<file path="config.mk">
export PLATFORM = sky130hd
export DESIGN_NAME = rd_ctrl
export DESIGN_NICKNAME = d
export VERILOG_FILES = /design/src/rtl/rd_pkg.sv /design/src/rtl/rd_ctrl.sv
export VERILOG_INCLUDE_DIRS = /design/src /design/src/rtl
export SDC_FILE = /design/constraint.sdc
export NUM_CORES = 1
export LEC_CHECK = 0
export BUFFER_PORTS_ARGS = -buffer_cell sky130_fd_sc_hd__buf_2
export CORE_AREA = 3 3 40 42
export CTS_CLUSTER_SIZE = 20
export DETAILED_ROUTE_END_ITERATION = 7
export DIE_AREA = 0 0 43 45
export GPL_ROUTABILITY_DRIVEN = 0
export GPL_TIMING_DRIVEN = 0
export HOLD_SLACK_MARGIN = 0.08
export REMOVE_ABC_BUFFERS = 1
export SLEW_MARGIN = 20
export SYNTH_ARGS = -nofsm -noshare
export SYNTH_HDL_FRONTEND = slang
export SYNTH_SLANG_ARGS = --single-unit
</file>
<file path="constraint.sdc">
create_clock -name clk -period 1.4 [get_ports clk]
set_input_delay 0.14 -clock clk [delete_from_list [all_inputs] [get_ports clk]]
set_output_delay 0.14 -clock clk [all_outputs]
set_load 0.01 [all_outputs]
</file>
<file path="src/rtl/reversible_deque_macros.svh">
// Assertion macros used by the reversible deque controller.
`ifndef REVERSIBLE_DEQUE_MACROS_SVH
`define REVERSIBLE_DEQUE_MACROS_SVH

// Same-cycle implication, disabled while reset is asserted.
`define RD_ASSERT_IMP(lbl, clk, rstn, ante, cons) \
	lbl: assert property (@(posedge clk) disable iff (!(rstn)) (ante) |-> (cons)) \
		else $error("reversible_deque assertion failed");

// Next-cycle implication, disabled while reset is asserted.
`define RD_ASSERT_NXT(lbl, clk, rstn, ante, cons) \
	lbl: assert property (@(posedge clk) disable iff (!(rstn)) (ante) |=> (cons)) \
		else $error("reversible_deque assertion failed");

`endif

</file>
<file path="src/rtl/rd_pkg.sv">
// Shared types, codes and defaults of the reversible deque.
package rd_pkg;

	localparam int DEPTH_DEF      = 1024;
	localparam int DATA_WIDTH_DEF = 32;
	localparam int VALUE_W        = 32;
	localparam int POS_W          = 10;
	localparam int COUNT_W        = 11;

	typedef enum logic [1:0] {
		CMD_REVERSE   = 2'd0,
		CMD_ADD_FRONT = 2'd1,
		CMD_ADD_BACK  = 2'd2,
		CMD_READ      = 2'd3
	} cmd_t;

	typedef enum logic [1:0] {
		STAT_OK    = 2'd0,
		STAT_FULL  = 2'd1,
		STAT_RANGE = 2'd2,
		STAT_RSVD  = 2'd3
	} stat_t;

	typedef enum logic [2:0] {
		ST_IDLE = 3'b001,
		ST_EXEC = 3'b010,
		ST_READ = 3'b100
	} state_t;

	// Commands from controller to datapath.
	typedef struct packed {
		logic latch;      // capture the accepted item
		logic exec;       // update pointers and store, load non-read results
		logic load_read;  // load the registered store word into the output
	} ctrl_cmd_t;

	// Status from datapath to controller.
	typedef struct packed {
		logic is_read;
	} dp_stat_t;

endpackage

</file>
<file path="src/rtl/rd_ctrl.sv">
// Controller state machine of the reversible deque.
module rd_ctrl (
	input  logic             clk,
	input  logic             arst_n,
	input  logic             in_valid,
	output logic             in_stall,
	output logic             out_valid,
	input  logic             out_stall,
	input  rd_pkg::dp_stat_t stat,
	output rd_pkg::ctrl_cmd_t cmd_o
);
	import rd_pkg::*;

	state_t state_q, state_d;
	logic   out_valid_q;
	logic   out_free;
	logic   accept;

	assign in_stall  = (state_q != ST_IDLE);
	assign accept    = in_valid && (state_q == ST_IDLE);
	assign out_free  = !out_valid_q || !out_stall;
	assign out_valid = out_valid_q;

	always_comb begin
		state_d         = state_q;
		cmd_o.latch     = 1'b0;
		cmd_o.exec      = 1'b0;
		cmd_o.load_read = 1'b0;
		case (state_q)
			ST_IDLE: begin
				if (in_valid) begin
					cmd_o.latch = 1'b1;
					state_d     = ST_EXEC;
				end
			end
			ST_EXEC: begin
				if (out_free) begin
					cmd_o.exec = 1'b1;
					state_d    = stat.is_read ? ST_READ : ST_IDLE;
				end
			end
			ST_READ: begin
				cmd_o.load_read = 1'b1;
				state_d         = ST_IDLE;
			end
			default: begin
				state_d = ST_IDLE;
			end
		endcase
	end

	always_ff @(posedge clk or negedge arst_n) begin
		if (!arst_n) begin
			state_q     <= ST_IDLE;
			out_valid_q <= 1'b0;
		end else begin
			state_q <= state_d;
			if ((cmd_o.exec && !stat.is_read) || cmd_o.load_read) begin
				out_valid_q <= 1'b1;
			end else if (!out_stall) begin
				out_valid_q <= 1'b0;
			end
		end
	end

`include "reversible_deque_macros.svh"

	`RD_ASSERT_NXT(a_accept_to_exec, clk, arst_n, accept, state_q == ST_EXEC)
	`RD_ASSERT_NXT(a_read_loads_out, clk, arst_n, state_q == ST_READ,
		out_valid_q && state_q == ST_IDLE)
	`RD_ASSERT_NXT(a_exec_loads_out, clk, arst_n, cmd_o.exec && !stat.is_read,
		out_valid_q && state_q == ST_IDLE)
	`RD_ASSERT_IMP(a_exec_out_free, clk, arst_n, cmd_o.exec, out_free)

endmodule

</file>
# After elaboration in Yosys (flattened, before gate mapping)
# Cells that the tools add are included.
dict set report word_totals {
  regBits 4
  in_bits 5
  out_inout_bits 5
}
dict set report classes {
  eq_ne 7
  muxes 11
  reduce_logical 7
}
# operator n
set ops {}
lappend ops {{2-to-1 mux 3 bit} 3}
lappend ops {{2-to-1 mux 1 bit} 7}
lappend ops {{case mux 3 bit (2 select lines)} 1}
lappend ops {{inequality test 2 bit, second input constant} 2}
lappend ops {{== test 3 x 1 -> 1 bit, second input constant} 1}
lappend ops {{== test 3 x 2 -> 1 bit, second input constant} 1}
lappend ops {{== test 3 bit, second input constant} 1}
lappend ops {{zero test 1 bit} 3}
lappend ops {{inequality test 3 x 1 -> 1 bit, second input constant} 1}
lappend ops {{logical OR 1 bit} 2}
lappend ops {{inequality test 2 x 1 -> 1 bit, second input constant} 1}
lappend ops {{AND reduction 2 bit} 1}
lappend ops {{logical AND 1 bit} 1}

# Depth between registers and ports, before layout
# Gate-level depths: netlist of run 1.
dict set report logic_depth {
  word_depth 7
  ltp_mapped 2
}

# Worst setup path before layout of run 1
# Ideal clock, no wire load.
dict set report synth_path {
  path_type {register to register}
  startpoint {reg state_q[0]}
  endpoint {reg state_q[0]}
  setup_ps 83
  arrival_time_ps 1110
  required_time_ps 1317
  slack_ps 207
  path_stages_with_launch 3
  path_buffers 0
  path_cell_list {dfstp_2 or3b_1 o32a_1}
}
dict set report synth_between {
  elab_chain_cells 3
  word_cells_on_any_way 6
}
# element line_no
set synth_lines {}
lappend synth_lines {{from (decl)} rd_ctrl.sv:14} ;# state_t state_q, state_d;
lappend synth_lines {{from (signal assigned)} rd_ctrl.sv:57} ;# state_q <= state_d;
lappend synth_lines {{== test 3 x 2 -> 1 bit / == test 3 x 1 -> 1 bit (equally long branches)} rd_ctrl.sv:29} ;# case (state_q)
lappend synth_lines {{inequality test 2 bit (no line)} -}
lappend synth_lines {{AND reduction 2 bit (no line)} -}
# Parallel ways exist; a longest one is shown, timed or not.
# A chain may end at the register's enable or synchronous reset.

# Worst setup path in the final report of run 1
dict set report layout_path {
  startpoint {reg state_q[0]}
  endpoint {out in_stall}
}
dict set report layout_between {
  elab_chain_cells 1
}
# element line_no
set layout_lines {}
lappend layout_lines {{inequality test 3 x 1 -> 1 bit} rd_ctrl.sv:19} ;# assign in_stall = (state_q != ST_IDLE);
lappend layout_lines {{to (decl)} rd_ctrl.sv:6} ;# output logic in_stall,
# Every way passes these cells.

==> results by group, run 1 <==
Outcome
  • Run status: finished with violations
  • Failing checks: negative setup slack

Routing
  • Post-detailed-route via-to-cell ratio: roughly 4.2
  • 1st-iter DRT viols: 5
  • DRC: 0
  • Total Routed Length: 498 um
  • First-pass detailed-route iteration total: 4
  • Vias after detailed routing: a little over 200
  • Wirelength per Cell: a little over 10 um
  • Detail Route Antenna Nets: 0

Worst setup path
  • Cells on worst reg2reg path: 2
  • Classification of the worst setup path: reg -> out
  • Biggest fanout along the worst timing path: 4
  • Type of destination of the critical path: output port
  • Critical path required time: between 1000 and 1500 ps
  • Type of element launching the critical path: flop
  • Minimum setup slack among reg-to-reg paths: 230 ps
  • Critical path arrival: roughly 1300 ps
  • Launch point of the worst path: state_q[0]$_DFFE_PN1P_
  • Crit path to: in_stall
  • Crit Reg-Reg Endpoint: state_q[0]$_DFFE_PN1P_
  • Startpoint of the most critical register-to-register path: state_q[0]$_DFFE_PN1P_

STA
  • Number of hold-slack violations in the final timing report: 0
  • Clock Skews: ~6 ps
  • Total setup violations reported at the end of the flow: 1
  • Highest clock frequency the design can meet: slightly above 0.7 GHz
  • Post-route setup slack: -18.7 ps
  • Share of the clock period used by the worst path after layout: 101%
  • RSZ-0062 raised after global routing: true
  • Worst slew margin: ~81%
  • Final Max Slew Viols: 0
  • Worst-Margin Slew: about 280 ps
  • Minimum clock period after layout: about 1400 ps

Placement
  • Buffers added on ports: 9
  • Post-place setup slack: just over 200 ps
  • HPWL reported at the end of detailed placement: between 300 and 400 um
  • Post-Place Cells: 43
  • Post-placement cell area: about 280 um2

Synthesis
  • Synthesized-area fraction occupied by and/or/nand/nor cells: 24.3%
  • Compound-cell area share of the yosys netlist: between 20% and 30%
  • Mapped Cells: 19
  • Main combinational cell family by area after synthesis: compound AO/OA/AOI/OAI gates
  • Mapped cell area: 211 um2
  • Syn Area/Cell: approximately 11 um2
  • Area share of fa/ha/maj cells after synthesis: 0%
  • Synthesized flop and latch total: 4
  • Number of distinct library cells after synthesis: 15
  • Part of the Yosys area used for sequential elements: a little under half
  • Mux cell area share after synthesis: 0%
  • Post-Synth XOR/XNOR Area: 0%
  • Total number of yosys warnings: 0

Power and ir drop
  • Maximum VDD drop: roughly 0.28 mV
  • Total Power Consumption: around 470 uW
  • Leakage power: approximately 0.16 nW
  • Power Dens Cells: between 1000 and 1500 nW/um2

Clocking
  • CTS Buf Count: 3
  • Worst-path clk slew: approximately 40 ps
  • Root buffer cell: sky130_fd_sc_hd__clkbuf_4
  • Sink count of the clock tree: 4
  • Maximum number of buffers from clock root to sink: 2
  • # H-tree levels: 1
  • Clk_lat worst skew: ~240 ps
  • CTS tree: built

Min path
  • Worst min-delay path category: in -> reg
  • Hold path depth: 2

Final layout
  • Post-Layout Inst Area: 328 um2
  • Share of post-route cells with drive strength above 1: a little under half
  • Area growth syn-to-layout: 55.0%
  • Finished Layout Cells: between 40 and 50
  • Final antenna diode count: 0
  • Number of nets in the final layout: 40

Die
  • Chip Width: 43 um
  • Std-Cell Rows: 13
  • Die span in y: 45 um
  • CORE AREA: between 1000 and 1500 um2
  • Initial Util: 16.5%
  • I/O pins: 10
  • Die Area: 1940 um2

Global route
  • Maximum number of pins on one net before global-route repair: 9
  • Via count of the first global-routing pass: just under 200
  • Total routing usage reported by global routing: 6.86%
  • Total overflow reported by the global router: 0
  • First-pass GRT wire length: around 900 um
  • Number of antenna violations at the first check in global routing: 0

Flow run
  • Max capacitance violation total: 0
==> worst min-delay path by stage <==
stage | end | start | slack [ps]
4_1_cts | state_q[2]$_DFFE_PN0P_ | out_stall | 150
2_1_floorplan | out_valid$_DFFE_PN0P_ | arst_n | -160
6_report | state_q[2]$_DFFE_PN0P_ | out_stall | 150
5_1_grt | state_q[2]$_DFFE_PN0P_ | stat | 160
3_3_place_gp | state_q[2]$_DFFE_PN0P_ | arst_n | -60
3_5_place_dp | out_valid$_DFFE_PN0P_ | arst_n | -50
==> synth_stat cells <==
master                      number  area (um2)
sky130_fd_sc_hd__or3b_1          1        8.76
sky130_fd_sc_hd__a211o_1         1        8.76
sky130_fd_sc_hd__a21oi_1         2        10.0
sky130_fd_sc_hd__a211oi_1        1        7.51
sky130_fd_sc_hd__nand4b_1        1        8.76
sky130_fd_sc_hd__a2111oi_2       1        15.0
sky130_fd_sc_hd__nand3b_1        1        7.51
sky130_fd_sc_hd__nor4b_1         1        8.76
sky130_fd_sc_hd__nor3b_1         1        7.51
sky130_fd_sc_hd__dfrtp_1         3        75.1
sky130_fd_sc_hd__inv_1           2        7.51
sky130_fd_sc_hd__o32a_1          1        10.0
sky130_fd_sc_hd__nand2b_1        1        6.26
sky130_fd_sc_hd__nor2_1          1        3.75
sky130_fd_sc_hd__dfstp_2         1        26.3
==> layout make-up <==
cell class	instances	area, um2
repair buffers	11	68.8
clock buffers	4	26.3
fillers	150	957
inverters	2	7.51
flip-flops and latches	4	101
well taps	15	18.8
multi-input cells	13	105
==> critical path: stages (launching register included) <==
cell                      delay (ps)
sky130_fd_sc_hd__dfstp_2         540
sky130_fd_sc_hd__or3b_4          380
sky130_fd_sc_hd__buf_6           130
==> report_power, final <==
group | switching, mW | internal (mW)
logic | 0.0584 | 0.0865
registers | 0.0275 | 0.142
clock network | 0.0479 | 0.107
==> cells in the final DEF, fill, tap and decap left out, drive strengths merged <==
master	instances
buf	10
clkbuf	4
dfrtp	3
a21oi	2
inv	2
or3b	1
nand2b	1
a211oi	1
nor3b	1
nand3b	1
nor2	1
nand4b	1
a2111oi	1
nor4b	1
a211o	1
o32a	1
dlygate4sd3	1
dfstp	1
==> flip-flops by register name, indices dropped and copies added (netlist names) <==
name and cells:
out_valid 1, state_q 3
==> cells by family (layout without fill, tap and decap cells) <==
logic type / count (synthesis) / in the layout
buffers and inverters: 2 / 17
AOI/OAI and AO/OA: 6 / 6
and+or+nand+nor: 7 / 7
DFF: 4 / 4
==> per-layer routing <==
| metal | vias up | GRT usage [%] | wire [um] |
|---|---|---|---|
| met4 | 0 | 7.23 | 0 |
| met1 | 91 | 7.80 | 244 |
| met3 | 0 | 5.58 | 57 |
| met2 | 10 | 7.19 | 196 |
| li1 | 104 | - | - |
| met5 | - | 0 | 0 |
==> through the flow <==
stage / hold WS, ps / util, % / TNS (ps)
floorplan: -156 / - / 0
global placement: -56.3 / 21.4 / 0
detailed placement: -50.6 / 21.4 / 0
CTS: 146 / 24.8 / -23.8
global route: 155 / 25.5 / -89.5
finish: 155 / 25.5 / -18.7
==> what timing repair did <==
item                                   4_1_cts  5_1_grt
setup endpoints to repair                    1        2
hold buffers                                 1        0
cloned                                       0        0
pin swaps                                    0        0
setup buffers                                1        0
gates resized for setup                      0        2
endpoints found under the hold margin        4        0
No activity file was read; power rests on OpenSTA's default activity.
==> inputs of run 2 (changes only) <==
CAP_MARGIN = 5   (was unset)
SETUP_SLACK_MARGIN = 0.05   (was unset)
clock period = 1.7 ns   (was 1.4 ns; I/O delays follow)
==> run 2 against run 1 <==
  * The flow now finishes without violations
  * Sequential share of layout area increased by 1.6 points
  * Combinational power decreased by 40%
  * Clock power decreased by 18%
  * Sequential power decreased by 16%
  * Critical path type unchanged
  * Critical endpoint unchanged
==> results by group, run 2 (synthesis results as in run 1) <==
Die
  • Initial Util: 16.5%
  • CORE AREA: 1280 um2
  • Die span in y: 45 um
  • Chip Width: roughly 43 um
  • Die Area: 1940 um2
  • I/O pins: 10
  • Std-Cell Rows: 13

Clocking
  • Worst-path clk slew: ~40 ps
  • Maximum number of buffers from clock root to sink: 2
  • CTS Buf Count: 3
  • CTS tree: built
  • Clk_lat worst skew: about 240 ps
  • # H-tree levels: 1
  • Sink count of the clock tree: 4
  • Setup repair bufs after CTS: 0
  • Root buffer cell: sky130_fd_sc_hd__clkbuf_4

STA
  • Worst slew margin: 81.3%
  • Total setup violations reported at the end of the flow: 0
  • Total negative slack: 0 ps
  • Final Max Slew Viols: 0
  • Minimum clock period after layout: approximately 1500 ps
  • RSZ-0062 raised after global routing: false
  • Clock Skews: 5.98 ps
  • Highest clock frequency the design can meet: just under 0.7 GHz
  • Share of the clock period used by the worst path after layout: ~87%
  • Worst-Margin Slew: approximately 280 ps
  • Number of hold-slack violations in the final timing report: 0

Final layout
  • Leading cell types in the layout, fill and taps excluded: 9 x sky130_fd_sc_hd__buf_2, 3 x sky130_fd_sc_hd__clkbuf_4, 3 x sky130_fd_sc_hd__dfrtp_1
  • Number of nets in the final layout: 39
  • Post-Layout Inst Area: ~310 um2
  • Share of post-route cells with drive strength above 1: 42.4%
  • Util after Layout: 24.2%
  • Most common cell after layout, fill and taps aside: sky130_fd_sc_hd__buf_2
  • Final antenna diode count: 0
  • Area growth syn-to-layout: 47.3%
  • Register name with the most flops: state_q
  • Flip-flop count of the largest register after layout: 3

Worst setup path
  • Classification of the worst setup path: reg -> out
  • Critical path arrival: between 1000 and 1500 ps
  • Type of destination of the critical path: output port
  • Biggest fanout along the worst timing path: 6
  • Type of element launching the critical path: flop
  • Critical path required time: approximately 1500 ps
  • Startpoint of the most critical register-to-register path: state_q[0]$_DFFE_PN1P_
  • Launch point of the worst path: state_q[0]$_DFFE_PN1P_

Routing
  • First-pass detailed-route iteration total: 2
  • Detail Route Antenna Nets: 0
  • DRC: 0
  • 1st-iter DRT viols: 3
  • Vias after detailed routing: 198
  • Met3 wire length: a little under 60 um
  • Total met2 wirelength after detailed routing: around 180 um
  • Routed met1 length: about 250 um
  • Wirelength per Cell: just over 10 um
  • Post-detailed-route via-to-cell ratio: around 4.1
  • Highest metal layer with signal wires: met3
  • Total Routed Length: a little under 500 um

Min path
  • Worst min-delay path category: in -> reg
  • Worst Hold Launch: out_stall

Power and ir drop
  • Switch Pwr: about 110 uW
  • Pint: between 200 and 300 uW
  • Maximum VDD drop: between 0.2 and 0.25 mV
  • Clock network fraction of total power: between 30 and 40%
  • Power Dens Cells: 1150 nW/um2
  • Comb power frac: 24.5%
  • Part of the total power dissipated in sequential elements: between 30 and 40%
  • Switching share of power: roughly 29%
  • Leakage power: 0.154 nW
  • Total Power Consumption: roughly 360 uW

Global route
  • First-pass GRT wire length: around 860 um
  • Total routing usage reported by global routing: 6.61%
  • Number of antenna violations at the first check in global routing: 0
  • Maximum number of pins on one net before global-route repair: 9
  • Via count of the first global-routing pass: 196
  • Total overflow reported by the global router: 0

Placement
  • HPWL reported at the end of detailed placement: approximately 400 um
  • Buffers added on ports: 9
  • Post-placement cell area: about 280 um2

Outcome
  • Run status: finished, final reports clean

Flow run
  • Max capacitance violation total: 0
==> run 2: final cells by class <==
| cell class | instances | area (um2) |
|---|---|---|
| clock buffer | 4 | 26.3 |
| fill | 151 | 973 |
| inverter | 2 | 7.51 |
| multi-input combinational | 13 | 103 |
| sequential | 4 | 101 |
| tap | 15 | 18.8 |
| timing repair buffer | 10 | 55.1 |
==> run 2: final timing paths <==
check | to | cells after the start | slack [ps]
max in group asynchronous | state_q[0]$_DFFE_PN1P_ | 2 | 1220
min in group asynchronous | out_valid$_DFFE_PN0P_ | 2 | 270
max reg2reg | state_q[0]$_DFFE_PN1P_ | 2 | 530
min reg2reg | state_q[2]$_DFFE_PN0P_ | 1 | 580
max | in_stall | 2 | 230
min | state_q[2]$_DFFE_PN0P_ | 2 | 180
==> run 2: power groups by stage <==
stage / Sequential [mW] / Combinational (mW) / Clock, mW
floorplan: 0.139 / 0.0520 / 0
global placement: 0.141 / 0.0875 / 0
detailed placement: 0.142 / 0.0871 / 0
CTS: 0.141 / 0.0888 / 0.136
global route: 0.145 / 0.0973 / 0.147
finish: 0.142 / 0.0875 / 0.127
==> run 2: routing by layer <==
metal	track usage [%]	vias up
met5	0	-
met4	7.23	0
met3	5.58	0
met2	6.89	10
met1	7.32	86
li1	-	102
==> run 2: critical path, stage by stage (launching register included) <==
cell and delay [ps]:
sky130_fd_sc_hd__dfstp_2 560, sky130_fd_sc_hd__or3b_1 360, sky130_fd_sc_hd__buf_2 150
==> run 2: repair_timing <==
action / 4_1_cts / 5_1_grt
hold buffers: 1 / 0
gates resized for setup: 0 / 0
endpoints found under the hold margin: 4 / 0
==> run 2: through the flow <==
step | cells | hold WS (ps) | worst slack [ps]
after floorplan | 19 | -126 | 507
after global placement | 43 | -26.3 | 473
after detailed placement | 43 | -20.6 | 473
after CTS | 48 | 176 | 219
after global routing | 48 | 185 | 170
final | 48 | 184 | 227
==> inputs of run 3 (changes only) <==
CORE_AREA = 2 2 39 41   (was 3 3 40 42)
DIE_AREA = 0 0 41 43   (was 0 0 43 45)
==> run 3 against run 2 <==
  * Sequential share of layout area is 0.13 points lower
  * Largest power group unchanged
  * Die area is 8.9% lower
  * Utilization is 1.6 points lower
==> results by group, run 3 (synthesis results as in run 1) <==
Global route
  • Number of antenna violations at the first check in global routing: 0
  • First-pass GRT wire length: 765 um
  • Via count of the first global-routing pass: around 200
  • Maximum number of pins on one net before global-route repair: 9
  • Total overflow reported by the global router: 0
  • Total routing usage reported by global routing: 6.67%

Worst setup path
  • Minimum setup slack among reg-to-reg paths: between 500 and 600 ps
  • Critical path required time: around 1500 ps
  • Crit path cell chain: or3b_1, buf_2
  • Critical path arrival: ~1300 ps
  • Maximum single-stage delay on the critical path: roughly 560 ps
  • Biggest fanout along the worst timing path: 6
  • Type of destination of the critical path: output port
  • Cell with the largest stage delay on the worst path: sky130_fd_sc_hd__dfstp_2
  • Classification of the worst setup path: reg -> out
  • Type of element launching the critical path: flop
  • Cells on worst reg2reg path: 2

STA
  • Final Max Slew Viols: 0
  • Total negative slack: 0 ps
  • Post-route setup slack: roughly 230 ps
  • Total setup violations reported at the end of the flow: 0
  • Highest clock frequency the design can meet: about 0.68 GHz
  • RSZ-0062 raised after global routing: false
  • Worst slew margin: 81.7%
  • Clock Skews: about 6.2 ps
  • Hold Slack: 185 ps
  • Worst-Margin Slew: 274 ps
  • Share of the clock period used by the worst path after layout: around 87%
  • Minimum clock period after layout: 1470 ps
  • Number of hold-slack violations in the final timing report: 0

Final layout
  • Register name with the most flops: state_q
  • Area growth syn-to-layout: 47.9%
  • Leading cell types in the layout, fill and taps excluded: 9 x sky130_fd_sc_hd__buf_2, 3 x sky130_fd_sc_hd__clkbuf_4, 3 x sky130_fd_sc_hd__dfrtp_1
  • Util after Layout: a little under a quarter
  • Area of combinational cells with multiple inputs: between 100 and 150 um2
  • Most common cell after layout, fill and taps aside: sky130_fd_sc_hd__buf_2
  • Flip-flop count of the largest register after layout: 3
  • Final antenna diode count: 0
  • Reg area: a little over 100 um2
  • Number of nets in the final layout: 39
  • Number of filler cells placed in the layout: between 150 and 200
  • Share of post-route cells with drive strength above 1: 42.4%

Routing
  • Total Routed Length: about 460 um
  • Detail Route Antenna Nets: 0
  • Post-detailed-route via-to-cell ratio: 4.12
  • First-pass detailed-route iteration total: 1
  • DRC: 0
  • Vias after detailed routing: just over 200
  • Wirelength per Cell: about 9.5 um
  • 1st-iter DRT viols: 0

Power and ir drop
  • Leakage power: 0.154 nW
  • Power Dens Cells: ~1100 nW/um2
  • Total Power Consumption: 356 uW
  • Maximum VDD drop: 0.295 mV

Die
  • Std-Cell Rows: 14
  • CORE AREA: ~1400 um2
  • I/O pins: 10
  • Initial Util: 15.3%
  • Die span in y: 43 um
  • Die Area: roughly 1800 um2
  • Chip Width: around 40 um

Clocking
  • Clk_lat worst skew: 240 ps
  • Setup repair bufs after CTS: 0
  • Worst-path clk slew: 40 ps
  • CTS tree: built
  • # H-tree levels: 1
  • Maximum number of buffers from clock root to sink: 2
  • Root buffer cell: sky130_fd_sc_hd__clkbuf_4
  • Sink count of the clock tree: 4
  • CTS Buf Count: 3

Placement
  • Post-place setup slack: roughly 460 ps
  • HPWL reported at the end of detailed placement: about 400 um
  • Buffers added on ports: 9

Outcome
  • Run status: finished, final reports clean

Flow run
  • Max capacitance violation total: 0

Min path
  • Hold path depth: 2
  • Worst min-delay path category: in -> reg
run 3: cell counts in the layout (fill, tap and decap cells not counted):
Identical to the previous run, type by type.
run 3: path summary, 6_finish.rpt:
check	startpoint	to
worst min register to register	out_valid$_DFFE_PN0P_	state_q[2]$_DFFE_PN0P_
min in group asynchronous	arst_n	state_q[2]$_DFFE_PN0P_
max in group asynchronous	arst_n	state_q[0]$_DFFE_PN1P_
worst min-delay path	out_stall	state_q[2]$_DFFE_PN0P_
worst max-delay path	state_q[0]$_DFFE_PN1P_	in_stall
worst max register to register	state_q[0]$_DFFE_PN1P_	state_q[0]$_DFFE_PN1P_
run 3: what timing repair did:
action / in CTS / in global routing
endpoints found under the setup margin: 0 / 0
hold buffers: 1 / 0
endpoints found under the hold margin: 4 / 0
resized for setup: 0 / 0
run 3: area by class of cell:
cell class	instances	area share [%]
timing repair buffer	10	17.6
multi-input combinational	13	32.8
tap	16	6.40
clock buffer	4	8.40
inverter	2	2.40
sequential	4	32.4
run 3: power by group:
part | leakage, nW | switching [mW] | internal, mW
combinational | 0.0877 | 0.0405 | 0.0468
sequential | 0.0509 | 0.0244 | 0.117
clock | 0.0150 | 0.0396 | 0.0881
run 3: stage by stage:
stage	cells	area [um2]
after CTS	49	313
after floorplan	19	211
after global routing	49	313
final	49	313
after global placement	44	277
after detailed placement	44	277
run 3: critical path: cells and delay by family (launching register included):
family / cells / cell delay (ps)
AND/OR/NAND/NOR: 1 / 360
flip-flops: 1 / 560
buffers and inverters: 1 / 150
run 3: routing by layer:
layer  wire length, um  GRT usage (%)  vias up
met1               179           7.54       94
li1                  -              -      104
met4                 0           6.00        0
met2               260           9.69        4
met5                 0              0        -
met3                25           1.57        0
